==> src/rtl/pews_pkg.sv <==
// Package for the parallel EEPROM write sequencer: types, codes and command tables.
// Used by the front end, the command queue, the phase sequencer and the top level.
`default_nettype none

package pews_pkg;

    localparam int CFG_IDX_W  = 2;
    localparam int CFG_DATA_W = 17;
    localparam int Q_DEPTH    = 2;

    localparam logic [CFG_IDX_W-1:0] CFG_IMAGE_SIZE = 2'd0;
    localparam logic [CFG_IDX_W-1:0] CFG_PAGE_SIZE  = 2'd1;
    localparam logic [CFG_IDX_W-1:0] CFG_LOCK_PAGE  = 2'd2;
    localparam logic [CFG_IDX_W-1:0] CFG_UNLOCK     = 2'd3;

    localparam logic [16:0] IMAGE_SIZE_RST = 17'd32768;
    localparam logic [15:0] PAGE_SIZE_RST  = 16'd64;

    localparam logic [1:0] HOLD_PULSE = 2'd0;
    localparam logic [1:0] HOLD_BYTE  = 2'd1;
    localparam logic [1:0] HOLD_PAGE  = 2'd2;

    localparam logic [15:0] SDP_ADDR_A = 16'h5555;
    localparam logic [15:0] SDP_ADDR_B = 16'h2AAA;
    localparam logic [7:0]  SDP_KEY_A  = 8'hAA;
    localparam logic [7:0]  SDP_KEY_B  = 8'h55;
    localparam logic [7:0]  SDP_ERASE  = 8'h80;
    localparam logic [7:0]  SDP_OFF    = 8'h20;
    localparam logic [7:0]  SDP_ON     = 8'hA0;

    typedef struct packed {
        logic [16:0] image_size;
        logic [15:0] page_size;
        logic        lock_each_page;
        logic        unlock_at_start;
    } t_cfg;

    // One classified input byte: which sequence segments it needs and its payload.
    typedef struct packed {
        logic        unlock;
        logic        page;
        logic        lock;
        logic        write;
        logic [15:0] addr;
        logic [7:0]  data;
        logic        led;
        logic        last_byte;
    } t_desc;

    typedef struct packed {
        logic [15:0] bus_address;
        logic [7:0]  bus_data;
        logic        chip_enable_n;
        logic [1:0]  hold_kind;
        logic        led;
        logic        image_done;
        logic        last;
    } t_phase;

    typedef enum logic [2:0] {
        SEG_IDLE,
        SEG_UNLOCK,
        SEG_PAGE,
        SEG_LOCK,
        SEG_WRITE
    } t_seg;

    // Next segment the command needs, strictly after the current one.
    function automatic t_seg next_seg(input t_desc d, input t_seg cur);
        t_seg s;
        s = SEG_IDLE;
        case (cur)
            SEG_IDLE: begin
                if (d.unlock)      s = SEG_UNLOCK;
                else if (d.page)   s = SEG_PAGE;
                else if (d.lock)   s = SEG_LOCK;
                else if (d.write)  s = SEG_WRITE;
            end
            SEG_UNLOCK: begin
                if (d.page)        s = SEG_PAGE;
                else if (d.lock)   s = SEG_LOCK;
                else if (d.write)  s = SEG_WRITE;
            end
            SEG_PAGE: begin
                if (d.lock)        s = SEG_LOCK;
                else if (d.write)  s = SEG_WRITE;
            end
            SEG_LOCK: begin
                if (d.write)       s = SEG_WRITE;
            end
            default: s = SEG_IDLE;
        endcase
        return s;
    endfunction

    function automatic logic [15:0] unlock_addr(input logic [2:0] w);
        logic [15:0] a;
        case (w)
            3'd1, 3'd4: a = SDP_ADDR_B;
            default:    a = SDP_ADDR_A;
        endcase
        return a;
    endfunction

    function automatic logic [7:0] unlock_data(input logic [2:0] w);
        logic [7:0] v;
        case (w)
            3'd0, 3'd3: v = SDP_KEY_A;
            3'd1, 3'd4: v = SDP_KEY_B;
            3'd2:       v = SDP_ERASE;
            default:    v = SDP_OFF;
        endcase
        return v;
    endfunction

    function automatic logic [15:0] lock_addr(input logic [2:0] w);
        logic [15:0] a;
        case (w)
            3'd1:    a = SDP_ADDR_B;
            default: a = SDP_ADDR_A;
        endcase
        return a;
    endfunction

    function automatic logic [7:0] lock_data(input logic [2:0] w);
        logic [7:0] v;
        case (w)
            3'd0:    v = SDP_KEY_A;
            3'd1:    v = SDP_KEY_B;
            default: v = SDP_ON;
        endcase
        return v;
    endfunction

endpackage

`default_nettype wire

==> src/rtl/pews_in_if.sv <==
// Input channel of the sequencer: valid/ready plus one image byte and its marks.
// Stands alone; no package needed.
`default_nettype none

interface pews_in_if;
    logic       valid;
    logic       ready;
    logic [7:0] byte_value;
    logic       first_byte;
    logic       last_byte;

    modport source (output valid, output byte_value, output first_byte, output last_byte,
                    input ready);
    modport sink   (input valid, input byte_value, input first_byte, input last_byte,
                    output ready);
endinterface

`default_nettype wire

==> src/rtl/pews_out_if.sv <==
// Output channel of the sequencer: valid/ready plus one EEPROM bus phase.
// Stands alone; no package needed.
`default_nettype none

interface pews_out_if;
    logic        valid;
    logic        ready;
    logic [15:0] bus_address;
    logic [7:0]  bus_data;
    logic        chip_enable_n;
    logic [1:0]  hold_kind;
    logic        led;
    logic        image_done;
    logic        last;

    modport source (output valid, output bus_address, output bus_data,
                    output chip_enable_n, output hold_kind, output led,
                    output image_done, output last, input ready);
    modport sink   (input valid, input bus_address, input bus_data,
                    input chip_enable_n, input hold_kind, input led,
                    input image_done, input last, output ready);
endinterface

`default_nettype wire

==> src/rtl/pews_front.sv <==
// Front end: accepts image bytes, tracks address and page offset, and classifies
// each byte into a command for the queue. Depends on pews_pkg and pews_in_if.
`default_nettype none

module pews_front
    import pews_pkg::*;
(
    input  wire logic  i_clk,
    input  wire logic  i_rst_n,
    pews_in_if.sink    i_byte,
    input  wire t_cfg  i_cfg,
    input  wire logic  i_q_full,
    output logic       o_push,
    output t_desc      o_desc
);

    logic [16:0] r_next_address, n_next_address;
    logic [15:0] r_page_offset,  n_page_offset;
    logic [16:0] addr_base;
    logic [15:0] off_base;
    logic [15:0] off_inc;
    logic        in_range;
    logic        accept;

    assign i_byte.ready = !i_q_full;
    assign accept       = i_byte.valid && !i_q_full;

    always_comb begin
        addr_base = i_byte.first_byte ? 17'd0 : r_next_address;
        off_base  = i_byte.first_byte ? 16'd0 : r_page_offset;
        in_range  = (addr_base < i_cfg.image_size) && !addr_base[16];
        off_inc   = off_base + 16'd1;

        o_desc.unlock    = i_byte.first_byte && i_cfg.unlock_at_start;
        o_desc.page      = in_range && (i_cfg.page_size != 16'd0) && (off_base == 16'd0);
        o_desc.lock      = o_desc.page && i_cfg.lock_each_page;
        o_desc.write     = in_range;
        o_desc.addr      = addr_base[15:0];
        o_desc.data      = i_byte.byte_value;
        o_desc.led       = addr_base[8];
        o_desc.last_byte = i_byte.last_byte;

        n_next_address = in_range ? addr_base + 17'd1 : addr_base;
        if (!in_range) begin
            n_page_offset = off_base;
        end else if (i_cfg.page_size == 16'd0 || off_inc >= i_cfg.page_size) begin
            n_page_offset = 16'd0;
        end else begin
            n_page_offset = off_inc;
        end
    end

    // A dropped byte without an unlock sequence produces nothing downstream.
    assign o_push = accept && (o_desc.unlock || o_desc.write);

    always_ff @(posedge i_clk) begin
        if (!i_rst_n) begin
            r_next_address <= '0;
            r_page_offset  <= '0;
        end else if (accept) begin
            r_next_address <= n_next_address;
            r_page_offset  <= n_page_offset;
        end
    end

endmodule

`default_nettype wire

==> src/rtl/pews_queue.sv <==
// Short command queue between the front end and the phase sequencer.
// Depends on pews_pkg for the command type.
`default_nettype none

module pews_queue
    import pews_pkg::*;
#(
    parameter int DEPTH = Q_DEPTH
) (
    input  wire logic  i_clk,
    input  wire logic  i_rst_n,
    input  wire logic  i_push,
    input  wire t_desc i_desc,
    input  wire logic  i_pop,
    output t_desc      o_head,
    output logic       o_empty,
    output logic       o_full
);

    localparam int AW = (DEPTH > 1) ? $clog2(DEPTH) : 1;
    localparam int CW = $clog2(DEPTH + 1);

    t_desc          r_mem [DEPTH];
    logic [AW-1:0]  r_wr_ptr, r_rd_ptr;
    logic [CW-1:0]  r_count;

    assign o_empty = (r_count == '0);
    assign o_full  = (r_count == CW'(DEPTH));
    assign o_head  = r_mem[r_rd_ptr];

    always_ff @(posedge i_clk) begin
        if (i_push) begin
            r_mem[r_wr_ptr] <= i_desc;
        end
    end

    always_ff @(posedge i_clk) begin
        if (!i_rst_n) begin
            r_wr_ptr <= '0;
            r_rd_ptr <= '0;
            r_count  <= '0;
        end else begin
            if (i_push) begin
                r_wr_ptr <= (r_wr_ptr == AW'(DEPTH - 1)) ? '0 : r_wr_ptr + AW'(1);
            end
            if (i_pop) begin
                r_rd_ptr <= (r_rd_ptr == AW'(DEPTH - 1)) ? '0 : r_rd_ptr + AW'(1);
            end
            if (i_push && !i_pop) begin
                r_count <= r_count + CW'(1);
            end else if (i_pop && !i_push) begin
                r_count <= r_count - CW'(1);
            end
        end
    end

    a_no_overflow: assert property (@(posedge i_clk) disable iff (!i_rst_n)
        i_push |-> (!o_full || i_pop))
        else $error("command pushed into a full queue");

    a_no_underflow: assert property (@(posedge i_clk) disable iff (!i_rst_n)
        i_pop |-> !o_empty)
        else $error("command popped from an empty queue");

    a_count_tracks: assert property (@(posedge i_clk) disable iff (!i_rst_n)
        (i_push && !i_pop) |=> (r_count == $past(r_count) + CW'(1)))
        else $error("queue fill count did not follow a push");

endmodule

`default_nettype wire

==> src/rtl/pews_back.sv <==
// Phase sequencer: walks each command's segments (unlock, page delay, lock, byte write)
// one bus phase per cycle unless held, to an output register. Needs pews_pkg, pews_out_if.
`default_nettype none

module pews_back
    import pews_pkg::*;
(
    input  wire logic  i_clk,
    input  wire logic  i_rst_n,
    input  wire t_desc i_head,
    input  wire logic  i_q_empty,
    output logic       o_pop,
    pews_out_if.source o_phase
);

    t_seg        r_state, n_state;
    t_desc       r_cur;
    logic [2:0]  r_word, n_word;
    logic [1:0]  r_sub,  n_sub;
    logic        r_out_valid;
    t_phase      r_out, phase;
    logic        advance;
    logic        seg_done;
    logic        final_phase;
    logic        fetch;

    assign advance = (r_state != SEG_IDLE) && (!r_out_valid || o_phase.ready);

    always_comb begin
        case (r_state)
            SEG_UNLOCK: seg_done = (r_word == 3'd6);
            SEG_PAGE:   seg_done = 1'b1;
            SEG_LOCK:   seg_done = (r_word == 3'd2) && (r_sub == 2'd2);
            SEG_WRITE:  seg_done = (r_sub == 2'd2);
            default:    seg_done = 1'b0;
        endcase
        final_phase = seg_done && (next_seg(r_cur, r_state) == SEG_IDLE);
        fetch       = !i_q_empty && ((r_state == SEG_IDLE) || (advance && final_phase));
    end

    // Next state and step counters.
    always_comb begin
        n_state = r_state;
        n_word  = r_word;
        n_sub   = r_sub;
        if (fetch) begin
            n_state = next_seg(i_head, SEG_IDLE);
            n_word  = '0;
            n_sub   = '0;
        end else if (advance) begin
            if (seg_done) begin
                n_state = next_seg(r_cur, r_state);
                n_word  = '0;
                n_sub   = '0;
            end else if (r_sub == 2'd2) begin
                n_sub  = '0;
                n_word = r_word + 3'd1;
            end else begin
                n_sub = r_sub + 2'd1;
            end
        end
    end

    // Phase contents for the current step.
    always_comb begin
        phase.bus_address   = '0;
        phase.bus_data      = '0;
        phase.chip_enable_n = (r_sub != 2'd1);
        phase.hold_kind     = (r_sub == 2'd2) ? HOLD_BYTE : HOLD_PULSE;
        phase.led           = r_cur.led;
        phase.last          = final_phase;
        phase.image_done    = final_phase && r_cur.last_byte;
        case (r_state)
            SEG_UNLOCK: begin
                if (r_word == 3'd6) begin
                    phase.chip_enable_n = 1'b1;
                    phase.hold_kind     = HOLD_PAGE;
                end else begin
                    phase.bus_address = unlock_addr(r_word);
                    phase.bus_data    = unlock_data(r_word);
                end
            end
            SEG_PAGE: begin
                phase.chip_enable_n = 1'b1;
                phase.hold_kind     = HOLD_PAGE;
            end
            SEG_LOCK: begin
                phase.bus_address = lock_addr(r_word);
                phase.bus_data    = lock_data(r_word);
            end
            SEG_WRITE: begin
                phase.bus_address = r_cur.addr;
                phase.bus_data    = r_cur.data;
            end
            default: begin
                phase.chip_enable_n = 1'b1;
            end
        endcase
    end

    assign o_pop = fetch;

    always_ff @(posedge i_clk) begin
        if (fetch) begin
            r_cur <= i_head;
        end
        if (advance) begin
            r_out <= phase;
        end
    end

    always_ff @(posedge i_clk) begin
        if (!i_rst_n) begin
            r_state     <= SEG_IDLE;
            r_word      <= '0;
            r_sub       <= '0;
            r_out_valid <= 1'b0;
        end else begin
            r_state <= n_state;
            r_word  <= n_word;
            r_sub   <= n_sub;
            if (advance) begin
                r_out_valid <= 1'b1;
            end else if (o_phase.ready) begin
                r_out_valid <= 1'b0;
            end
        end
    end

    assign o_phase.valid         = r_out_valid;
    assign o_phase.bus_address   = r_out.bus_address;
    assign o_phase.bus_data      = r_out.bus_data;
    assign o_phase.chip_enable_n = r_out.chip_enable_n;
    assign o_phase.hold_kind     = r_out.hold_kind;
    assign o_phase.led           = r_out.led;
    assign o_phase.image_done    = r_out.image_done;
    assign o_phase.last          = r_out.last;

    a_step_bounds: assert property (@(posedge i_clk) disable iff (!i_rst_n)
        (r_sub != 2'd3) && (r_word <= 3'd6))
        else $error("phase step counter out of range");

    a_pop_needs_data: assert property (@(posedge i_clk) disable iff (!i_rst_n)
        o_pop |-> !i_q_empty)
        else $error("sequencer fetched from an empty queue");

    a_fetch_starts: assert property (@(posedge i_clk) disable iff (!i_rst_n)
        o_pop |=> (r_state != SEG_IDLE) && (r_word == 3'd0) && (r_sub == 2'd0))
        else $error("fetched command did not start a segment");

endmodule

`default_nettype wire

==> src/rtl/parallel_eeprom_write_sequencer.sv <==
// A byte's command is queued, then loaded into the sequencer's command register, and each of its
// bus phases is registered in the output register, one per cycle unless the output is held.
// A plain byte is a write; a page start adds a page delay, locking a lock, unlocking an unlock.
// Reset (synchronous, active low) clears address, page offset, queue and output valid,
// and loads the configuration registers with their defaults.
`default_nettype none

// Top level of the parallel EEPROM write sequencer. It holds the configuration
// registers and joins the three parts:
//   - the front end takes image bytes, keeps the next address and page offset, and
//     turns each byte into a command that lists the segments it needs;
//   - a short command queue lets the front end take new bytes while phases of
//     earlier bytes are still being issued;
//   - the phase sequencer walks each command one bus phase per cycle into an
//     output register unless a phase is held; input stalls only once the queue fills.
// Depends on pews_pkg, pews_in_if, pews_out_if, pews_front, pews_queue and pews_back.
module parallel_eeprom_write_sequencer
    import pews_pkg::*;
#(
    parameter int QUEUE_DEPTH = Q_DEPTH
) (
    input  wire logic                  i_clk,
    input  wire logic                  i_rst_n,
    pews_in_if.sink                    i_byte,
    pews_out_if.source                 o_phase,
    input  wire logic                  i_cfg_we,
    input  wire logic [CFG_IDX_W-1:0]  i_cfg_index,
    input  wire logic [CFG_DATA_W-1:0] i_cfg_data
);

    t_cfg  r_cfg;
    logic  push;
    logic  pop;
    logic  q_empty;
    logic  q_full;
    t_desc push_desc;
    t_desc head_desc;

    // Configuration writes take the low bits of the data word that each register needs.
    // The user must write them only while the block is idle; the block does not check. No shadowing.
    always_ff @(posedge i_clk) begin
        if (!i_rst_n) begin
            r_cfg.image_size      <= IMAGE_SIZE_RST;
            r_cfg.page_size       <= PAGE_SIZE_RST;
            r_cfg.lock_each_page  <= 1'b0;
            r_cfg.unlock_at_start <= 1'b0;
        end else if (i_cfg_we) begin
            case (i_cfg_index)
                CFG_IMAGE_SIZE: r_cfg.image_size      <= i_cfg_data[16:0];
                CFG_PAGE_SIZE:  r_cfg.page_size       <= i_cfg_data[15:0];
                CFG_LOCK_PAGE:  r_cfg.lock_each_page  <= i_cfg_data[0];
                CFG_UNLOCK:     r_cfg.unlock_at_start <= i_cfg_data[0];
                default:        r_cfg                 <= r_cfg;
            endcase
        end
    end

    // The front end accepts a beat whenever the queue has room. Dropped bytes that
    // need no unlock sequence are accepted and push nothing; a first one resets the address state.
    pews_front u_front (
        .i_clk   (i_clk),
        .i_rst_n (i_rst_n),
        .i_byte  (i_byte),
        .i_cfg   (r_cfg),
        .i_q_full(q_full),
        .o_push  (push),
        .o_desc  (push_desc)
    );

    pews_queue #(
        .DEPTH (QUEUE_DEPTH)
    ) u_queue (
        .i_clk   (i_clk),
        .i_rst_n (i_rst_n),
        .i_push  (push),
        .i_desc  (push_desc),
        .i_pop   (pop),
        .o_head  (head_desc),
        .o_empty (q_empty),
        .o_full  (q_full)
    );

    // The sequencer picks the next command up on the same cycle that it issues the
    // final phase of the current one, so consecutive bytes leave no gap on the bus.
    pews_back u_back (
        .i_clk     (i_clk),
        .i_rst_n   (i_rst_n),
        .i_head    (head_desc),
        .i_q_empty (q_empty),
        .o_pop     (pop),
        .o_phase   (o_phase)
    );

endmodule

`default_nettype wire
==> src/flat_wrapper.sv <==
// flat-port wrapper written by rule: the top's interface ports become plain ports
module parallel_eeprom_write_sequencer_flat import pews_pkg::*;
#(
    parameter int QUEUE_DEPTH = Q_DEPTH
)
  (i_clk, i_rst_n, i_cfg_we, i_cfg_index, i_cfg_data, i_byte_valid, i_byte_byte_value, i_byte_first_byte, i_byte_last_byte, i_byte_ready, o_phase_valid, o_phase_bus_address, o_phase_bus_data, o_phase_chip_enable_n, o_phase_hold_kind, o_phase_led, o_phase_image_done, o_phase_last, o_phase_ready);
  pews_in_if i_byte_i ();
  pews_out_if o_phase_i ();
  input  wire logic i_clk;
  input  wire logic i_rst_n;
  input  wire logic i_cfg_we;
  input  wire logic [CFG_IDX_W-1:0] i_cfg_index;
  input  wire logic [CFG_DATA_W-1:0] i_cfg_data;
  input wire logic [$bits(i_byte_i.valid)-1:0] i_byte_valid;
  input wire logic [$bits(i_byte_i.byte_value)-1:0] i_byte_byte_value;
  input wire logic [$bits(i_byte_i.first_byte)-1:0] i_byte_first_byte;
  input wire logic [$bits(i_byte_i.last_byte)-1:0] i_byte_last_byte;
  output wire logic [$bits(i_byte_i.ready)-1:0] i_byte_ready;
  output wire logic [$bits(o_phase_i.valid)-1:0] o_phase_valid;
  output wire logic [$bits(o_phase_i.bus_address)-1:0] o_phase_bus_address;
  output wire logic [$bits(o_phase_i.bus_data)-1:0] o_phase_bus_data;
  output wire logic [$bits(o_phase_i.chip_enable_n)-1:0] o_phase_chip_enable_n;
  output wire logic [$bits(o_phase_i.hold_kind)-1:0] o_phase_hold_kind;
  output wire logic [$bits(o_phase_i.led)-1:0] o_phase_led;
  output wire logic [$bits(o_phase_i.image_done)-1:0] o_phase_image_done;
  output wire logic [$bits(o_phase_i.last)-1:0] o_phase_last;
  input wire logic [$bits(o_phase_i.ready)-1:0] o_phase_ready;
  assign i_byte_i.valid = i_byte_valid;
  assign i_byte_i.byte_value = i_byte_byte_value;
  assign i_byte_i.first_byte = i_byte_first_byte;
  assign i_byte_i.last_byte = i_byte_last_byte;
  assign i_byte_ready = i_byte_i.ready;
  assign o_phase_valid = o_phase_i.valid;
  assign o_phase_bus_address = o_phase_i.bus_address;
  assign o_phase_bus_data = o_phase_i.bus_data;
  assign o_phase_chip_enable_n = o_phase_i.chip_enable_n;
  assign o_phase_hold_kind = o_phase_i.hold_kind;
  assign o_phase_led = o_phase_i.led;
  assign o_phase_image_done = o_phase_i.image_done;
  assign o_phase_last = o_phase_i.last;
  assign o_phase_i.ready = o_phase_ready;
  parallel_eeprom_write_sequencer #(.QUEUE_DEPTH(QUEUE_DEPTH)) u_core (.i_clk(i_clk), .i_rst_n(i_rst_n), .i_byte(i_byte_i), .o_phase(o_phase_i), .i_cfg_we(i_cfg_we), .i_cfg_index(i_cfg_index), .i_cfg_data(i_cfg_data));
endmodule
==> config.mk <==
export PLATFORM = sky130hd
export DESIGN_NAME = parallel_eeprom_write_sequencer_flat
export DESIGN_NICKNAME = d
export VERILOG_FILES = /design/src/rtl/pews_pkg.sv /design/src/rtl/pews_in_if.sv /design/src/rtl/pews_out_if.sv /design/src/rtl/pews_front.sv /design/src/rtl/pews_queue.sv /design/src/rtl/pews_back.sv /design/src/rtl/parallel_eeprom_write_sequencer.sv /design/src/flat_wrapper.sv
export SDC_FILE = /design/constraint.sdc
export NUM_CORES = 1
export LEC_CHECK = 0
export BUFFER_PORTS_ARGS = -buffer_cell sky130_fd_sc_hd__clkbuf_2
export CORE_MARGIN = 2
export CORE_UTILIZATION = 55
export CTS_CLUSTER_SIZE = 14
export DETAILED_ROUTE_END_ITERATION = 8
export PLACE_DENSITY = 0.76
export SLEW_MARGIN = 15
export SYNTH_ARGS = -nofsm -noshare
export SYNTH_HDL_FRONTEND = slang
export SYNTH_HIERARCHICAL = 1
export SYNTH_SLANG_ARGS = --single-unit
==> constraint.sdc <==
create_clock -name i_clk -period 4.4 [get_ports i_clk]
set_input_delay 0.44 -clock i_clk [delete_from_list [all_inputs] [get_ports i_clk]]
set_output_delay 0.44 -clock i_clk [all_outputs]
set_load 0.1 [all_outputs]
---- After elaboration in Yosys (flattened, before gate mapping) ----
Memory sizes are Yosys's and may differ from the RTL's. A register that Yosys moved wholly into a read port is not among the register bits.
Cells that the tools add are included.
word-level totals
  flip-flop bits (word level) ............. 141
  bits of input ports ..................... 34
  logic and storage cells ................. 146
  memory bits (read-only) ................. 0
  memory bits (writable) .................. 60
  memories ................................ 1
  latch bits .............................. 0
  output and inout port bits .............. 32
operators by class
  shift operators ......................... 0
  bitwise gates (word level) .............. 1
  magnitude comparators ................... 2
  reductions and logical operators ........ 49
  equality and inequality tests ........... 15
  add/subtract/negate cells ............... 8
  div/mod/pow operators ................... 0
  multiply operators ...................... 0
  mux-type cells .......................... 42
memories
  name                  words  bits a word  rd ports  clocked after memory_dff  wr ports  RTL line          source
  u_core.u_queue.r_mem  2      30           1         1                         1         pews_queue.sv:23  t_desc r_mem [DEPTH];
operators with widths
  cell                                            count
  one-hot mux 24 bit (3 select lines)             1
  2-to-1 mux 16 bit                               3
  2-to-1 mux 3 bit                                14
  2-to-1 mux 17 bit                               2
  zero test 16 bit                                2
  2-to-1 mux 15 bit                               2
  one-hot mux 8 bit (3 select lines)              1
  2-to-1 mux 23 bit                               1
  adder 17 x 1 -> 17 bit (second input constant)  1
  less-than comparator 17 bit                     1
  adder 16 x 1 -> 16 bit (second input constant)  1
  greater-or-equal comparator 16 bit              1
  one-hot mux 8 bit (2 select lines)              1
  nonzero test 16 bit                             1
  logical AND 1 bit                               15
  == test 3 x 2 -> 1 bit (second input constant)  4
  one-hot mux 3 bit (4 select lines)              1
  AND reduction 2 bit                             6
  nonzero test 2 bit                              5
  == test 3 bit (second input constant)           3
  zero test 3 bit                                 3
  2-to-1 mux 1 bit                                9
  == test 2 bit (second input constant)           4
  2-to-1 mux 2 bit                                4
  16 further kinds                                31

---- Depth between registers and ports, before layout ----
  word-level depth ........................ 13
  gate-level depth with buffers ........... 18
  mapped depth without buffers ............ 15

---- Hierarchy ----
The synthesis kept the hierarchy.
modules (own cells, without submodules)
  module                           cells an instance  area an instance (µm²)  seq. area each (µm²)  instances
  pews_front                       412                3,070.4                 660.6                 1
  pews_back                        209                2,939.1                 1,981.9               1
  pews_queue                       115                2,373.5                 1,901.8               1
  parallel_eeprom_write_sequencer  139                1,372.6                 700.7                 1

---- Worst setup path after synthesis ----
No wires, ideal clock.
  path kind ............................... in2reg
  start ................................... input i_byte_first_byte
  end ..................................... memory u_core/u_queue/r_mem[0][0] in the netlist's numbering, enable pin
  required time ........................... 3.978 ns
  cell stages on the path ................. 12
  path slack .............................. 0.121 ns
  path buffers ............................ 3
  arrival time ............................ 3.858 ns
  setup time .............................. 0.422 ns
  cells stage by stage .................... clkbuf_1 buf_1 nor2b_1 ha_1 nand4_1 nor3_1 nor4_2 nand3_1 inv_1 buf_2 o21a_1 nor2b_1
RTL lines
  element          RTL line            source
  start, declared  flat_wrapper.sv:16  input wire logic [$bits(i_byte_i.first_byte)-1:0] i_byte_first_byte;
  end, declared    pews_queue.sv:23

---- Worst setup path in the final report ----
  start ................................... register u_core.u_front.r_page_offset[5]
  end ..................................... register u_core.u_front.r_page_offset[12]
on the way
  word-level cells in the longest chain between the ends .. 6
ends and longest elaborated chain
  element                             RTL line          source
  start, declared                     pews_front.sv:18  logic [15:0] r_page_offset, n_page_offset;
  start signal, assigned              pews_front.sv:62  r_page_offset <= n_page_offset;
  2-to-1 mux 16 bit (*)               pews_front.sv:30  off_base = i_byte.first_byte ? 16'd0 : r_page_offset;
  adder 16 x 1 -> 16 bit (*)          pews_front.sv:32  off_inc = off_base + 16'd1;
  greater-or-equal comparator 16 bit  pews_front.sv:46  end else if (i_cfg.page_size == 16'd0 || off_inc >= i_cfg.page_size) begin
  logical OR 1 bit                    pews_front.sv:46
  2-to-1 mux 16 bit (*)               pews_front.sv:46
  2-to-1 mux 16 bit (*)               pews_front.sv:44  if (!in_range) begin
Mark *: on every way between the ends. The rest lies on a longest branch, timed or not.
A chain may end at the register's enable or synchronous reset.

==> results.cfg <==
[placed_design]
place.detailed.hpwl_mm = 14.2
gpl.final_weighted_congestion = 0.855
portBuffers = 65
placed_cell_area_sq_um = 10200

[synthesis]
post_synth.cell_area_avg_sq_um = 11.1
mappedNetlistNets = 950
seq_area_frac_synth = 0.538
syn-instance-count = 875
netlist-cell-type-count = 84
synthesis.area_sq_um = 9760
ys_warn_count = 6
postSynthRegisterBits = 202
synth_edf_count = 120
synth_async_sr_flop_share = 0
ys_dominant_reg_cell = sky130_fd_sc_hd__edfxtp_1

[routing]
firstDrtPassIters = 5
post_drt_antenna_nets = 0
vias = 6684
drc = 0
routed_via_density = 5.70
finalWirelength_mm = 20.4
routed_len_inst_um = 17.4
first_iter_violations = 365

[clock_tree]
total_cts_buffers = 21
cts.clk_slew.worst_paths_ns = 0.06
cts.repair_timing.setup_buffer_count = 0
cts_buffer_depth = 3
clock_tree.htree_level_count = 1
numClockSinks = 202
clkLatencyLatePin_ns = 0.49
cts_tree = done
postCtsHoldBufs = 0
cts_root_buf = sky130_fd_sc_hd__clkbuf_16
cts_repair_resize_count = 0

[job]
max_cap_violations = 0

[layout]
finalInstanceArea_sq_um = 10900
flow.area_growth_from_synthesis_pct = 11.8
nNetsFinal = 1008
register_area_sq_um = 5250
antenna_cells = 0
multi_input_comb_area_sq_um = 4010
post_route_cells_drive_above_1_share = 0.181
layout.filler_cells = 1332

[timing]
slew_limit_headroom = 0.311
hold_violations = 0
fmax_mhz = 255
final_min_period_over_clock_period = 0.892
totalNegativeSetupSlack_ns = 0
final_setup_violation_count = 0
worst_pin_slew_ns = 1.03
timing.clock.skew_ns = 0.00725
slew_viol_final = 0
grt_setup_unrepaired = no
min_period_ns = 3.92

[outcome]
outcome = finished, final reports clean

[floorplanning]
fp.dieH_um = 137
core-area_sq_um = 17300
initial_core_util = 0.564
dieWidth_um = 137
core.rowCount = 48
dieArea_sq_um = 18800
num_io_pins = 66

[global_route]
pin_count_of_the_biggest_net_entering_global_routing = 35
grt_use_total = 0.223
antenna_found_initial = 0
grt_first_pass_wirelength_mm = 33.2
final_global_route_overflow_total = 0
first_global_vias = 6496

[critical_path]
cp_max_fo = 7
startpoint_type = register
kind_of_end_point_of_the_critical_path = register
timing_worst_setup_path_type = reg2reg
required_ns = 4.83
timing.critical_path.arrival_ns = 4.36

[pwr]
power_per_cell_area_nw_per_um2 = 579
power.ir.vdd_worst_v = 0.000492
leakage_component_of_the_power_nw = 4.39

[min_path]
min-delay-path-class = in2reg
==> sequential cells by signal, summed over array words and instances, names as in the netlist, 3 cells and up, named ones only <==
name	cells
u_core/u_front/r_next_address	17
u_core/u_queue/r_mem	60
u_core/u_back/o_phase.bus_address	16
u_core/u_back/r_cur	29
u_core/u_back/r_state	3
u_core/u_front/r_page_offset	16
u_core/r_cfg	35
u_core/u_back/r_word	3
u_core/u_back/o_phase.bus_data	8
==> critical path, stage by stage (launching register included) <==
cell	delay, ns
sky130_fd_sc_hd__dfxtp_1	0.46
sky130_fd_sc_hd__nand4_1	0.17
sky130_fd_sc_hd__or3b_2	0.48
sky130_fd_sc_hd__inv_1	0.08
sky130_fd_sc_hd__and2_1	0.19
sky130_fd_sc_hd__nand3_1	0.15
sky130_fd_sc_hd__xnor2_1	0.17
sky130_fd_sc_hd__ha_1	0.29
sky130_fd_sc_hd__and2_1	0.17
sky130_fd_sc_hd__a221o_1	0.29
sky130_fd_sc_hd__a221oi_1	0.32
sky130_fd_sc_hd__nand4_1	0.25
sky130_fd_sc_hd__nor2_2	0.38
sky130_fd_sc_hd__buf_4	0.21
sky130_fd_sc_hd__and4_1	0.18
sky130_fd_sc_hd__a221o_1	0.10
==> cells in the mapped netlist, drive strengths merged (18+ instances only) <==
cell	instances	area share
inv	55	0.021
a21o	26	0.020
edfxtp	120	0.37
nor2b	30	0.019
a21oi	30	0.016
mux2	30	0.035
dfxtp	82	0.17
nand3	30	0.015
buf	33	0.023
o21ai	21	0.012
nor2	38	0.015
nand2	100	0.039
mux2i	41	0.042
clkbuf	18	0.0069
ha	41	0.053
==> layout make-up <==
cell class / count / area share
clock buffers: 25 / 0.0514
clock inverters: 13 / 0.0107
inverters: 55 / 0.0189
multi-input cells: 567 / 0.368
flip-flops and latches: 202 / 0.481
well taps: 225 / 0.0258
repair buffers: 86 / 0.0443
==> worst paths after layout <==
path	slack (ns)	end	cells past startpoint	startpoint
max	0.48	u_core/u_front/r_page_offset[12]	15	u_core/u_front/r_page_offset[5]
min	0.14	u_core/u_queue/r_mem[1][9]	1	i_byte_byte_value[7]
max reg2reg	0.48	u_core/u_front/r_page_offset[12]	15	u_core/u_front/r_page_offset[5]
min reg2reg	0.44	u_core/u_back/o_phase.led	0	u_core/u_back/phase[2]
==> kinds of logic (layout without fill, tap and decap cells) <==
group | after synthesis | after routing | share of synthesized area
and+or+nand+nor | 291 | 291 | 0.156
DFF | 202 | 202 | 0.538
AOI/OAI and AO/OA | 144 | 144 | 0.107
buffers and inverters | 106 | 179 | 0.0516
muxes | 71 | 71 | 0.0767
adders and majority gates | 41 | 41 | 0.0526
xor gates and xnor gates | 20 | 20 | 0.0180
==> layer usage <==
layer / global-route usage / wire, um
met5: 0 / 0
met1: 0.293 / 8990
met3: 0.0335 / 1010
met2: 0.380 / 9760
met4: 0.0716 / 592
==> layout by cell type (no fill, tap or decap), drive strengths merged, types with 4 or more instances in the layout <==
| cell | count |
|---|---|
| o211ai | 4 |
| and3 | 9 |
| nand3 | 30 |
| a31oi | 6 |
| buf | 21 |
| edfxtp | 120 |
| or3 | 4 |
| nand2 | 100 |
| a21boi | 5 |
| inv | 56 |
| dfxtp | 82 |
| mux2 | 30 |
| xor2 | 12 |
| nor4 | 12 |
| a21o | 26 |
| nor3b | 4 |
| clkbuf | 90 |
| o21ai | 21 |
| and2 | 10 |
| ha | 41 |
| nand2b | 9 |
| nand4 | 12 |
| and4 | 5 |
| a32oi | 4 |
| clkinv | 9 |
| nor2b | 30 |
| nor3 | 10 |
| nor2 | 38 |
| a21oi | 30 |
| mux2i | 41 |
| a22o | 8 |
| xnor2 | 8 |
| o31ai | 4 |
==> power by group <==
| group | switching (mW) | total, mW | internal (mW) | leakage [nW] |
|---|---|---|---|---|
| clock | 0.706 | 1.73 | 1.03 | 0.334 |
| sequential | 0.164 | 2.68 | 2.52 | 1.80 |
| combinational | 1.49 | 1.90 | 0.419 | 2.25 |
==> metrics by stage <==
step	setup slack (ns)	utilization	hold slack, ns	total power [mW]	std cells
4_1_cts	0.482	0.630	0.118	6.38	1173
3_3_place_gp	0.390	0.591	0.405	4.59	1135
3_5_place_dp	0.269	0.591	0.419	4.63	1135
2_1_floorplan	0.121	-	0.400	4.26	875
6_report	0.475	0.630	0.136	6.32	1173
5_1_grt	0.106	0.630	0.127	6.59	1173
Note: power is estimated with default switching activity, not from simulation.
